### config.mk
export PLATFORM = sky130hd
export DESIGN_NAME = c_string_literal_unescaper_unit
export DESIGN_NICKNAME = d
export VERILOG_FILES = /design/src/cslu_pkg.sv /design/src/c_string_literal_unescaper_unit.sv /design/src/cslu_decode.sv /design/src/cslu_fifo.sv
export SDC_FILE = /design/constraint.sdc
export NUM_CORES = 1
export LEC_CHECK = 0
export BUFFER_PORTS_ARGS = -buffer_cell sky130_fd_sc_hd__buf_4
export CAP_MARGIN = 20
export CELL_PAD_IN_SITES_DETAIL_PLACEMENT = 2
export CELL_PAD_IN_SITES_GLOBAL_PLACEMENT = 2
export CORE_MARGIN = 2
export CORE_UTILIZATION = 45
export CTS_BUF_LIST = sky130_fd_sc_hd__clkbuf_16
export DETAILED_ROUTE_END_ITERATION = 12
export PLACE_DENSITY = 0.89
export SETUP_SLACK_MARGIN = 0.3
export SLEW_MARGIN = 20
export SYNTH_ARGS = -nofsm -noshare
export SYNTH_HDL_FRONTEND = slang
export SYNTH_SLANG_ARGS = --single-unit
### constraint.sdc
create_clock -name clk -period 5.5 [get_ports clk]
set_clock_uncertainty 0.2 [all_clocks]
set_input_delay 1.1 -clock clk [delete_from_list [all_inputs] [get_ports clk]]
set_output_delay 1.1 -clock clk [all_outputs]
set_load 0.01 [all_outputs]
### src/cslu_pkg.sv
package cslu_pkg;

  typedef enum logic [1:0] {
    KIND_BYTE  = 2'd0,
    KIND_END   = 2'd1,
    KIND_ERROR = 2'd2
  } kind_t;

  typedef enum logic [1:0] {
    ERR_OPEN        = 2'd0,
    ERR_EARLY_QUOTE = 2'd1,
    ERR_UNTERM      = 2'd2,
    ERR_ESCAPE      = 2'd3
  } err_t;

  typedef struct packed {
    kind_t       kind;
    logic [7:0]  data;
    err_t        code;
  } result_t;

  typedef struct packed {
    logic        hit;
    logic [7:0]  val;
  } esc_t;

  localparam logic [7:0] CH_QUOTE  = 8'h22;
  localparam logic [7:0] CH_BSLASH = 8'h5C;
  localparam logic [7:0] CH_APOS   = 8'h27;
  localparam logic [7:0] CH_QMARK  = 8'h3F;
  localparam logic [7:0] CH_ZERO   = 8'h30;
  localparam logic [7:0] CH_SEVEN  = 8'h37;

  localparam logic [1:0] OCT_MAX_DIGITS = 2'd3;

  localparam int unsigned FIFO_DEPTH = 4;
  localparam int unsigned FIFO_PTR_W = 2;
  localparam int unsigned FIFO_CNT_W = 3;

  function automatic esc_t simple_escape(input logic [7:0] b);
    esc_t e;
    e.hit = 1'b1;
    case (b)
      8'h61:     e.val = 8'd7;   // a
      8'h62:     e.val = 8'd8;   // b
      8'h66:     e.val = 8'd12;  // f
      8'h6E:     e.val = 8'd10;  // n
      8'h72:     e.val = 8'd13;  // r
      8'h74:     e.val = 8'd9;   // t
      8'h76:     e.val = 8'd11;  // v
      CH_BSLASH: e.val = CH_BSLASH;
      CH_APOS:   e.val = CH_APOS;
      CH_QUOTE:  e.val = CH_QUOTE;
      CH_QMARK:  e.val = CH_QMARK;
      default: begin
        e.hit = 1'b0;
        e.val = 8'h00;
      end
    endcase
    return e;
  endfunction

endpackage

### src/c_string_literal_unescaper_unit.sv
// An accepted input item waits in the input register until the output queue has room,
//   then is decoded and its results are written into the output queue.
// Throughput: one input item per cycle while each item causes at most one result and
//   out_stall is low; a non-digit, non-backslash item that ends an octal escape causes
//   two results, which leave the output queue at one per cycle while out_stall is low.
// Reset: synchronous, active-low rst_n empties the input stage and the output
//   queue and returns the decoder to expecting an opening quote.
module c_string_literal_unescaper_unit (
  input  logic       clk,
  input  logic       rst_n,
  input  logic       in_valid,
  output logic       in_stall,
  input  logic [7:0] in_byte,
  input  logic       in_is_last,
  output logic       out_valid,
  input  logic       out_stall,
  output logic [1:0] out_kind,
  output logic [7:0] out_byte,
  output logic [1:0] out_error_code
);
  import cslu_pkg::*;

  logic       in_v_r;
  logic [7:0] byte_r;
  logic       last_r;
  logic       room;
  logic       dec_en;
  logic       push0, push1;
  result_t    res0, res1, head;

  assign in_stall = in_v_r && !room;
  assign dec_en   = in_v_r && room;

  always_ff @(posedge clk) begin
    if (!rst_n) begin
      in_v_r <= 1'b0;
    end else if (!in_stall) begin
      in_v_r <= in_valid;
    end
  end

  always_ff @(posedge clk) begin
    if (!in_stall && in_valid) begin
      byte_r <= in_byte;
      last_r <= in_is_last;
    end
  end

  cslu_decode u_decode (
    .clk     (clk),
    .rst_n   (rst_n),
    .en      (dec_en),
    .byte_in (byte_r),
    .last_in (last_r),
    .push0   (push0),
    .push1   (push1),
    .res0    (res0),
    .res1    (res1)
  );

  cslu_fifo u_fifo (
    .clk       (clk),
    .rst_n     (rst_n),
    .push0     (dec_en && push0),
    .push1     (dec_en && push1),
    .d0        (res0),
    .d1        (res1),
    .room      (room),
    .out_valid (out_valid),
    .out_stall (out_stall),
    .q         (head)
  );

  assign out_kind       = head.kind;
  assign out_byte       = head.data;
  assign out_error_code = head.code;

endmodule

### src/cslu_decode.sv
module cslu_decode (
  input  logic              clk,
  input  logic              rst_n,
  input  logic              en,
  input  logic [7:0]        byte_in,
  input  logic              last_in,
  output logic              push0,
  output logic              push1,
  output cslu_pkg::result_t res0,
  output cslu_pkg::result_t res1
);
  import cslu_pkg::*;

  typedef enum logic [2:0] {
    PH_OPEN = 3'd0,
    PH_BODY = 3'd1,
    PH_ESC  = 3'd2,
    PH_OCT  = 3'd3,
    PH_DROP = 3'd4
  } phase_t;

  typedef struct packed {
    logic    v;
    result_t r;
    phase_t  ph;
  } body_t;

  phase_t     phase_r, phase_nxt;
  logic [7:0] oct_val_r, oct_val_nxt;
  logic [1:0] oct_dig_r, oct_dig_nxt;

  logic       is_oct;
  logic [7:0] oct_shift;
  esc_t       esc;
  body_t      bs;

  function automatic body_t body_step(input logic [7:0] b, input logic last);
    body_t s;
    s.v  = 1'b1;
    s.r  = '0;
    s.ph = PH_BODY;
    if (b == CH_QUOTE) begin
      if (last) begin
        s.r.kind = KIND_END;
        s.ph     = PH_OPEN;
      end else begin
        s.r.kind = KIND_ERROR;
        s.r.code = ERR_EARLY_QUOTE;
        s.ph     = PH_DROP;
      end
    end else if (last) begin
      s.r.kind = KIND_ERROR;
      s.r.code = ERR_UNTERM;
      s.ph     = PH_OPEN;
    end else if (b == CH_BSLASH) begin
      s.v  = 1'b0;
      s.ph = PH_ESC;
    end else begin
      s.r.kind = KIND_BYTE;
      s.r.data = b;
    end
    return s;
  endfunction

  assign is_oct    = (byte_in >= CH_ZERO) && (byte_in <= CH_SEVEN);
  assign oct_shift = {oct_val_r[4:0], byte_in[2:0]};
  assign esc       = simple_escape(byte_in);
  assign bs        = body_step(byte_in, last_in);

  always_comb begin
    phase_nxt   = phase_r;
    oct_val_nxt = oct_val_r;
    oct_dig_nxt = oct_dig_r;
    push0       = 1'b0;
    push1       = 1'b0;
    res0        = '0;
    res1        = '0;
    case (phase_r)
      PH_OPEN: begin
        if (byte_in == CH_QUOTE && !last_in) begin
          phase_nxt = PH_BODY;
        end else begin
          push0     = 1'b1;
          res0.kind = KIND_ERROR;
          res0.code = ERR_OPEN;
          if (last_in) begin
            phase_nxt = PH_OPEN;
          end else begin
            phase_nxt = PH_DROP;
          end
        end
      end
      PH_BODY: begin
        push0     = bs.v;
        res0      = bs.r;
        phase_nxt = bs.ph;
      end
      PH_ESC: begin
        if (last_in) begin
          push0     = 1'b1;
          res0.kind = KIND_ERROR;
          res0.code = ERR_UNTERM;
          phase_nxt = PH_OPEN;
        end else if (is_oct) begin
          oct_val_nxt = {5'b0, byte_in[2:0]};
          oct_dig_nxt = 2'd1;
          phase_nxt   = PH_OCT;
        end else if (esc.hit) begin
          push0     = 1'b1;
          res0.kind = KIND_BYTE;
          res0.data = esc.val;
          phase_nxt = PH_BODY;
        end else begin
          push0     = 1'b1;
          res0.kind = KIND_ERROR;
          res0.code = ERR_ESCAPE;
          phase_nxt = PH_DROP;
        end
      end
      PH_OCT: begin
        if (is_oct) begin
          if (last_in) begin
            push0     = 1'b1;
            res0.kind = KIND_ERROR;
            res0.code = ERR_UNTERM;
            phase_nxt = PH_OPEN;
          end else if (oct_dig_r == OCT_MAX_DIGITS - 2'd1) begin
            // third digit closes the escape
            push0     = 1'b1;
            res0.kind = KIND_BYTE;
            res0.data = oct_shift;
            phase_nxt = PH_BODY;
          end else begin
            oct_val_nxt = oct_shift;
            oct_dig_nxt = oct_dig_r + 2'd1;
          end
        end else begin
          // emit the value, then treat this byte as a body byte
          push0     = 1'b1;
          res0.kind = KIND_BYTE;
          res0.data = oct_val_r;
          push1     = bs.v;
          res1      = bs.r;
          phase_nxt = bs.ph;
        end
      end
      default: begin
        if (last_in) begin
          phase_nxt = PH_OPEN;
        end else begin
          phase_nxt = PH_DROP;
        end
      end
    endcase
  end

  always_ff @(posedge clk) begin
    if (!rst_n) begin
      phase_r <= PH_OPEN;
    end else if (en) begin
      phase_r <= phase_nxt;
    end
  end

  always_ff @(posedge clk) begin
    if (en) begin
      oct_val_r <= oct_val_nxt;
      oct_dig_r <= oct_dig_nxt;
    end
  end

endmodule

### src/cslu_fifo.sv
module cslu_fifo (
  input  logic              clk,
  input  logic              rst_n,
  input  logic              push0,
  input  logic              push1,
  input  cslu_pkg::result_t d0,
  input  cslu_pkg::result_t d1,
  output logic              room,
  output logic              out_valid,
  input  logic              out_stall,
  output cslu_pkg::result_t q
);
  import cslu_pkg::*;

  result_t                 mem_r [FIFO_DEPTH];
  logic [FIFO_PTR_W-1:0]   wr_ptr_r, wr_ptr_nxt;
  logic [FIFO_PTR_W-1:0]   rd_ptr_r, rd_ptr_nxt;
  logic [FIFO_CNT_W-1:0]   count_r, count_nxt;
  logic                    pop;
  logic [FIFO_PTR_W-1:0]   wr_ptr_p1;

  assign out_valid = (count_r != '0);
  assign pop       = out_valid && !out_stall;
  assign q         = mem_r[rd_ptr_r];
  // keep space for the two items one input can cause
  assign room      = (count_r <= FIFO_CNT_W'(FIFO_DEPTH - 2));
  assign wr_ptr_p1 = wr_ptr_r + FIFO_PTR_W'(1);

  always_comb begin
    wr_ptr_nxt = wr_ptr_r + FIFO_PTR_W'(push0) + FIFO_PTR_W'(push1);
    rd_ptr_nxt = rd_ptr_r + FIFO_PTR_W'(pop);
    count_nxt  = count_r + FIFO_CNT_W'(push0) + FIFO_CNT_W'(push1) - FIFO_CNT_W'(pop);
  end

  always_ff @(posedge clk) begin
    if (!rst_n) begin
      wr_ptr_r <= '0;
      rd_ptr_r <= '0;
      count_r  <= '0;
    end else begin
      wr_ptr_r <= wr_ptr_nxt;
      rd_ptr_r <= rd_ptr_nxt;
      count_r  <= count_nxt;
    end
  end

  always_ff @(posedge clk) begin
    if (push0) begin
      mem_r[wr_ptr_r] <= d0;
    end
    if (push1) begin
      mem_r[wr_ptr_p1] <= d1;
    end
  end

endmodule

Word level (Yosys, flattened, before mapping)
Memory sizes are Yosys's and may differ from the RTL's. A register that Yosys moved wholly into a read port is not among the register bits.
Index checks and enable logic that the tools add are counted.
{"block": "word_totals", "mem_count": 1, "register_bits": 30, "out_inout_bits": 14, "input_bits": 13, "mem_bits_rw": 48, "word_cells": 129}
{"name": "u_fifo.mem_r", "words": 4, "width": 12, "rd": 1, "rd_ports_with_merged_regs": 1, "write_ports": 2, "line_no": "cslu_fifo.sv:15", "text": "result_t mem_r [FIFO_DEPTH];"}
{"block": "op_classes", "n_eq_ne": 21, "n_addsub": 8, "n_reduce_logical": 18, "mux": 69, "order_cmp": 3}
{"op": "2-to-1 mux 8 bit", "n": 11}
{"op": "case mux 7 bit (11 select lines)", "n": 1}
{"op": "== test 8 x 7 -> 1 bit, second input constant", "n": 8}
{"op": "2-to-1 mux 12 bit", "n": 3}
{"op": "2-to-1 mux 2 bit", "n": 18}
{"op": "2-to-1 mux 3 bit", "n": 9}
{"op": "== test 8 x 6 -> 1 bit, second input constant", "n": 3}
{"op": "case mux 8 bit (3 select lines)", "n": 1}
{"op": "2-to-1 mux 1 bit", "n": 17}
{"op": "case mux 8 bit (2 select lines)", "n": 1}
{"op": "case mux 3 bit (4 select lines)", "n": 1}
{"op": "OR reduction 11 bit", "n": 1}
{"op": "2-to-1 mux 10 bit", "n": 1}
{"op": ">= comparator 8 x 6 -> 1 bit, second input constant", "n": 1}
{"op": "less-or-equal comparator 8 x 6 -> 1 bit, second input constant", "n": 1}
{"op": "logical AND 1 bit", "n": 8}
{"op": "case mux 2 bit (4 select lines)", "n": 1}
{"op": "2-to-1 mux 7 bit", "n": 1}
{"op": "AND reduction 7 bit", "n": 1}
{"op": "adder 2 x 1 -> 2 bit", "n": 3}
{"op": "adder 3 x 1 -> 3 bit", "n": 2}
{"op": "== test 3 x 2 -> 1 bit, second input constant", "n": 2}
{"op": "!= test 2 bit, second input constant", "n": 3}
{"op": "case mux 2 bit (3 select lines)", "n": 1}
{"op": "other kinds (15)", "n": 20}

Depth between registers and ports, before layout
{"block": "depth", "word_depth": 9, "depth_mapped": 15, "mapped_depth_nobuf": 14}

Hierarchy
A second synthesis with hierarchy kept.
{"block": "hier_totals", "cells_unflattened": 351, "hier_area_um2": 4550.6}
{"module": "cslu_fifo", "n_inst": 1, "seq_area_each_um2": 1581.5, "cells_each": 158, "area_per_inst_um2": 2781.4}
{"module": "cslu_decode", "n_inst": 1, "seq_area_each_um2": 360.3, "cells_each": 177, "area_per_inst_um2": 1432.6}
{"module": "c_string_literal_unescaper_unit", "n_inst": 1, "seq_area_each_um2": 290.3, "cells_each": 16, "area_per_inst_um2": 336.6}

Least setup slack after synthesis
OpenSTA, ideal clock, no wires.
{"block": "synth_path", "path_kind": "register to register", "start": "register byte_r[0]", "end": "register u_fifo.count_r[2]", "setup_time_ps": 115, "n_path_buf": 1, "slack_ps": 2028, "period_less_slack_ps": 3472, "stages_incl_launch_ff": 13, "t_required_ps": 5185, "arrival_ps": 3157, "path_cell_list": "edfxtp_1 -> or4_4 -> o2111a_2 -> buf_6 -> nor3_1 -> inv_1 -> ha_1 -> xor2_1 -> ha_1 -> o21bai_1 -> fa_1 -> xnor2_1 -> and2_1"}
{"block": "synth_between", "elab_chain_len": 9, "word_cells_on_any_way": 21, "classes_between": "add/sub: 3; order compare: 2; eq/ne: 2; mux: 10; reduce/logical: 4"}
{"element": "start: declaration", "line_no": "c_string_literal_unescaper_unit.sv:24", "text": "logic [7:0] byte_r;"}
{"element": "start signal: assignment", "line_no": "c_string_literal_unescaper_unit.sv:44", "text": "byte_r <= in_byte;"}
{"element": ">= comparator 8 x 6 -> 1 bit (tied with other cells)", "line_no": "cslu_decode.sv:65", "text": "assign is_oct = (byte_in >= CH_ZERO) && (byte_in <= CH_SEVEN);"}
{"element": "logical AND 1 bit or 2-to-1 mux 1 bit (tied branches)", "line_no": "cslu_decode.sv:65, cslu_decode.sv:55"}
{"element": "2-to-1 mux 1 bit (on tied branches)", "line_no": "cslu_decode.sv:104, cslu_decode.sv:51"}
{"element": "2-to-1 mux 1 bit (on tied branches)", "line_no": "cslu_decode.sv:99, cslu_decode.sv:42"}
{"element": "case mux 1 bit (4 select lines) or 2-to-1 mux 1 bit (tied branches)", "line_no": "cslu_decode.sv:78, cslu_decode.sv:121"}
{"element": "logical AND 1 bit or 2-to-1 mux 1 bit (tied branches)", "line_no": "c_string_literal_unescaper_unit.sv:64, cslu_decode.sv:78"}
{"element": "adder 3 x 1 -> 3 bit or logical AND 1 bit (tied branches)", "line_no": "cslu_fifo.sv:32, c_string_literal_unescaper_unit.sv:65"}
{"element": "adder 3 x 1 -> 3 bit *", "line_no": "cslu_fifo.sv:32", "text": "count_nxt = count_r + FIFO_CNT_W'(push0) + FIFO_CNT_W'(push1) - FIFO_CNT_W'(pop);"}
{"element": "subtractor 3 x 1 -> 3 bit *", "line_no": "cslu_fifo.sv:32"}
{"element": "end signal: assignment", "line_no": "cslu_fifo.sv:43", "text": "count_r <= count_nxt;"}
{"element": "end: declaration", "line_no": "cslu_fifo.sv:18", "text": "logic [FIFO_CNT_W-1:0] count_r, count_nxt;"}
Every way passes the cells marked *; elsewhere a longest branch is shown, timed or not.
A chain may end at the register's enable or synchronous reset.

Final worst setup path
{"block": "layout_path", "start": "register u_decode.phase_r[0]", "end": "register u_fifo.count_r[2]"}
{"block": "layout_between", "elab_chain_len": 6, "word_cells_on_any_way": 11, "classes_between": "add/sub: 3; eq/ne: 3; mux: 2; reduce/logical: 3"}
{"element": "start: declaration", "line_no": "cslu_decode.sv:28", "text": "phase_t phase_r, phase_nxt;"}
{"element": "start signal: assignment", "line_no": "cslu_decode.sv:161", "text": "phase_r <= phase_nxt;"}
{"element": "== test 3 x 2 -> 1 bit (tied with other cells)", "line_no": "cslu_decode.sv:78", "text": "case (phase_r)"}
{"element": "case mux 1 bit (4 select lines)", "line_no": "cslu_decode.sv:78"}
{"element": "logical AND 1 bit", "line_no": "c_string_literal_unescaper_unit.sv:64", "text": ".push0 (dec_en && push0),"}
{"element": "adder 3 x 1 -> 3 bit", "line_no": "cslu_fifo.sv:32"}
{"element": "adder 3 x 1 -> 3 bit *", "line_no": "cslu_fifo.sv:32"}
{"element": "subtractor 3 x 1 -> 3 bit *", "line_no": "cslu_fifo.sv:32"}
Marked as above.

==> flow_metrics.env <==
export IMPL_final_setup_worst_slack_ns=1.17
export IMPL_final_layout_size_suffix_gt1_frac=0.195
export IMPL_synthFlopType="edfxtp_1"
export IMPL_n_fill_cell=951
export IMPL_regToRegSetupSlack_ns=1.17
export IMPL_yosys_top_cells_area="edfxtp_1 (46%), mux4_2 (6.2%), dfxtp_1 (5.0%), o21ai_0 (3.1%), ha_1 (2.8%)"
export IMPL_cts_htree_levels=3
export IMPL_worstSetupStartpointType="register"
export IMPL_globalplace_congestion=0.944
export IMPL_fin_setup_tns_ns=0
export IMPL_ys_types=61
export IMPL_dpl_worst_slack_ns=1.44
export IMPL_cts_buffer_depth=2
export IMPL_antenna_cells=0
export IMPL_syn_nets=400
export IMPL_synth_edf_count=67
export IMPL_grt_usage=0.275
export IMPL_cts_resized=0
export IMPL_ant_nets=0
export IMPL_cts_made_buffers=9
export IMPL_outcome="completed"
export IMPL_num_vias=3398
export IMPL_ff_latch_area_mm2=0.00223
export IMPL_grt_pass1_wl_um=21100
export IMPL_synthesis_area_mm2=0.00439
export IMPL_ys_warn_count=0
export IMPL_die_h_um=103
export IMPL_drv_cap=0
export IMPL_rsz0062_at_grt="no"
export IMPL_post_cts_buffers=0
export IMPL_final_common_cell="edfxtp_1"
export IMPL_r2r_start="u_decode.phase_r[0]"
export IMPL_critPathKind="reg -> reg"
export IMPL_cts_hold_buf=0
export IMPL_yosysTopAreaCell="edfxtp_1"
export IMPL_dp_final_hpwl_um=9560
export IMPL_drtPass1Iterations=5
export IMPL_fin_crit_ns=4.33
export IMPL_nets=420
export IMPL_crit_end="u_fifo.count_r[2]"
export IMPL_area_growth_pct=14.6
export IMPL_core_area_mm2=0.00964
export IMPL_finalHoldViolCount=0
export IMPL_antenna_found_initial=0
export IMPL_synth_cells=376
export IMPL_async_reset_ff_frac=0
export IMPL_final_cell_mix="edfxtp_1 (67), buf_4 (34), nand2_1 (28)"
export IMPL_grt_max_degree=21
export IMPL_synthDominantCellAreaShare=0.458
export IMPL_slew_headroom=0.242
export IMPL_drcViolationCount=0
export IMPL_die_area_mm2=0.0106
export IMPL_cts_tree="done"
export IMPL_wire_per_inst_um=25.7
export IMPL_cts_num_sinks=78
export IMPL_clk_pin_slew_ns=0.06
export IMPL_path_max_fanout=20
export IMPL_clock_tree_root_cell="clkbuf_16"
export IMPL_rows=36
export IMPL_slew_violations=0
export IMPL_power_leakage_uw=0.00177
export IMPL_start_util=0.456
export IMPL_fmax_mhz=231
export IMPL_regToRegEndpoint="u_fifo.count_r[2]"
export IMPL_grt_pass1_vias=3482
export IMPL_clk_latency_ns=0.34
export IMPL_startpoint="u_decode.phase_r[0]"
export IMPL_timing_critical_path_arrival_ns=4.37
export IMPL_ir_drop_mv=0.184
export IMPL_worst_slew_pin_slew_ns=1.13
export IMPL_reg2regPathDepth=11
export IMPL_hold_path_class="reg -> reg"
export IMPL_portBuffers=26
export IMPL_required_ns=5.53
export IMPL_seq_area_frac_synth=0.508
export IMPL_worst_setup_path_end_kind="register"
export IMPL_io_pins=27
export IMPL_ys_ff_latch=78
export IMPL_grt_overflow=0
export IMPL_p_per_area_mw_per_mm2=374
export IMPL_min_period_over_period=0.787
export IMPL_avgViaCountPerCell=6.36
export IMPL_totalWireLength_um=13700
export IMPL_setup_viol=0
export IMPL_multi_input_area_mm2=0.00201
export IMPL_drt_iter0_drc=333
export IMPL_synth_avg_cell_area_um2=11.7
export IMPL_die_w_um=103
-- kinds of logic after synthesis --
kind of cell / count (synthesis) / synth area share
simple gates: 114 / 0.166
xor+xnor: 5 / 0.00997
flops: 78 / 0.508
fa+ha+maj: 11 / 0.0330
mux: 23 / 0.0866
compound gates: 108 / 0.158
buf+inv: 37 / 0.0387
-- cell type report --
type,instances,area share
clock buffer,9,0.0447
clock inverter,7,0.0191
inverter,12,0.00895
multi-input combinational,261,0.400
sequential,78,0.443
tap,133,0.0331
timing repair buffer,34,0.0507
-- how the worst min path moves through the flow --
| stage | end | depth (start not counted) | start |
|---|---|---|---|
| floorplan | u_decode.oct_val_r[1] | 0 | byte_r[1] |
| global placement | u_decode.oct_dig_r[0] | 1 | u_decode.oct_dig_r[0] |
| detailed placement | u_decode.oct_dig_r[0] | 1 | u_decode.oct_dig_r[0] |
| CTS | u_decode.oct_dig_r[0] | 1 | u_decode.oct_dig_r[0] |
| global route | u_decode.oct_dig_r[0] | 1 | u_decode.oct_dig_r[0] |
| finish | u_decode.oct_dig_r[0] | 1 | u_decode.oct_dig_r[0] |
-- cells in the mapped netlist, types with 11 or more instances --
| master | instances |
|---|---|
| edfxtp_1 | 67 |
| nand2_1 | 28 |
| o21ai_0 | 27 |
| o22ai_1 | 20 |
| clkbuf_1 | 19 |
| a31oi_1 | 18 |
| nor2_1 | 15 |
| and2_1 | 12 |
| inv_1 | 12 |
| mux4_2 | 12 |
| a21oi_1 | 11 |
| dfxtp_1 | 11 |
| mux2i_1 | 11 |
-- sequential cells by signal, indices dropped and copies added (netlist names) --
name,cells
u_decode.oct_dig_r,2
u_fifo.wr_ptr_r,2
u_fifo.mem_r,48
last_r,1
u_decode.oct_val_r,8
byte_r,8
u_fifo.count_r,3
u_fifo.rd_ptr_r,2
u_decode.phase_r,3
in_v_r,1
-- layer usage --
metal | up-vias | track usage | share of wire
met1 | 1737 | 0.366 | 0.42
met3 | 22 | 0.0414 | 0.047
met5 | - | 0 | 0
li1 | 1517 | - | -
met4 | 0 | 0.0870 | 0.020
met2 | 122 | 0.468 | 0.51
-- metrics by stage --
| step | power [uW] | area [um^2] | std cells | util | hold WS [ns] |
|---|---|---|---|---|---|
| after detailed placement | 1240 | 4700 | 518 | 0.488 | 0.344 |
| final | 1880 | 5030 | 534 | 0.522 | 0.358 |
| after global placement | 1200 | 4700 | 518 | 0.488 | 0.347 |
| after global routing | 1960 | 5030 | 534 | 0.522 | 0.417 |
| after CTS | 1890 | 5020 | 534 | 0.521 | 0.366 |
| after floorplan | 1050 | 4390 | 376 | - | 0.240 |
-- report_power, final --
group / leakage (uW) / internal [uW] / switching, uW
sequential: 0.000674 / 700 / 84.0
combinational: 0.000941 / 221 / 225
clock: 0.000154 / 399 / 252
total: 0.00177 / 1320 / 561
-- worst max-delay path, stage by stage, from the launching register on --
cell,delay (ns)
dfxtp_1,0.58
and3b_1,0.73
o21ai_1,0.58
nor3_1,0.51
inv_1,0.10
ha_1,0.33
xor2_1,0.17
ha_1,0.19
o21bai_1,0.16
fa_1,0.39
xnor2_1,0.13
and2_1,0.15
(Power assumes the default switching activity.)
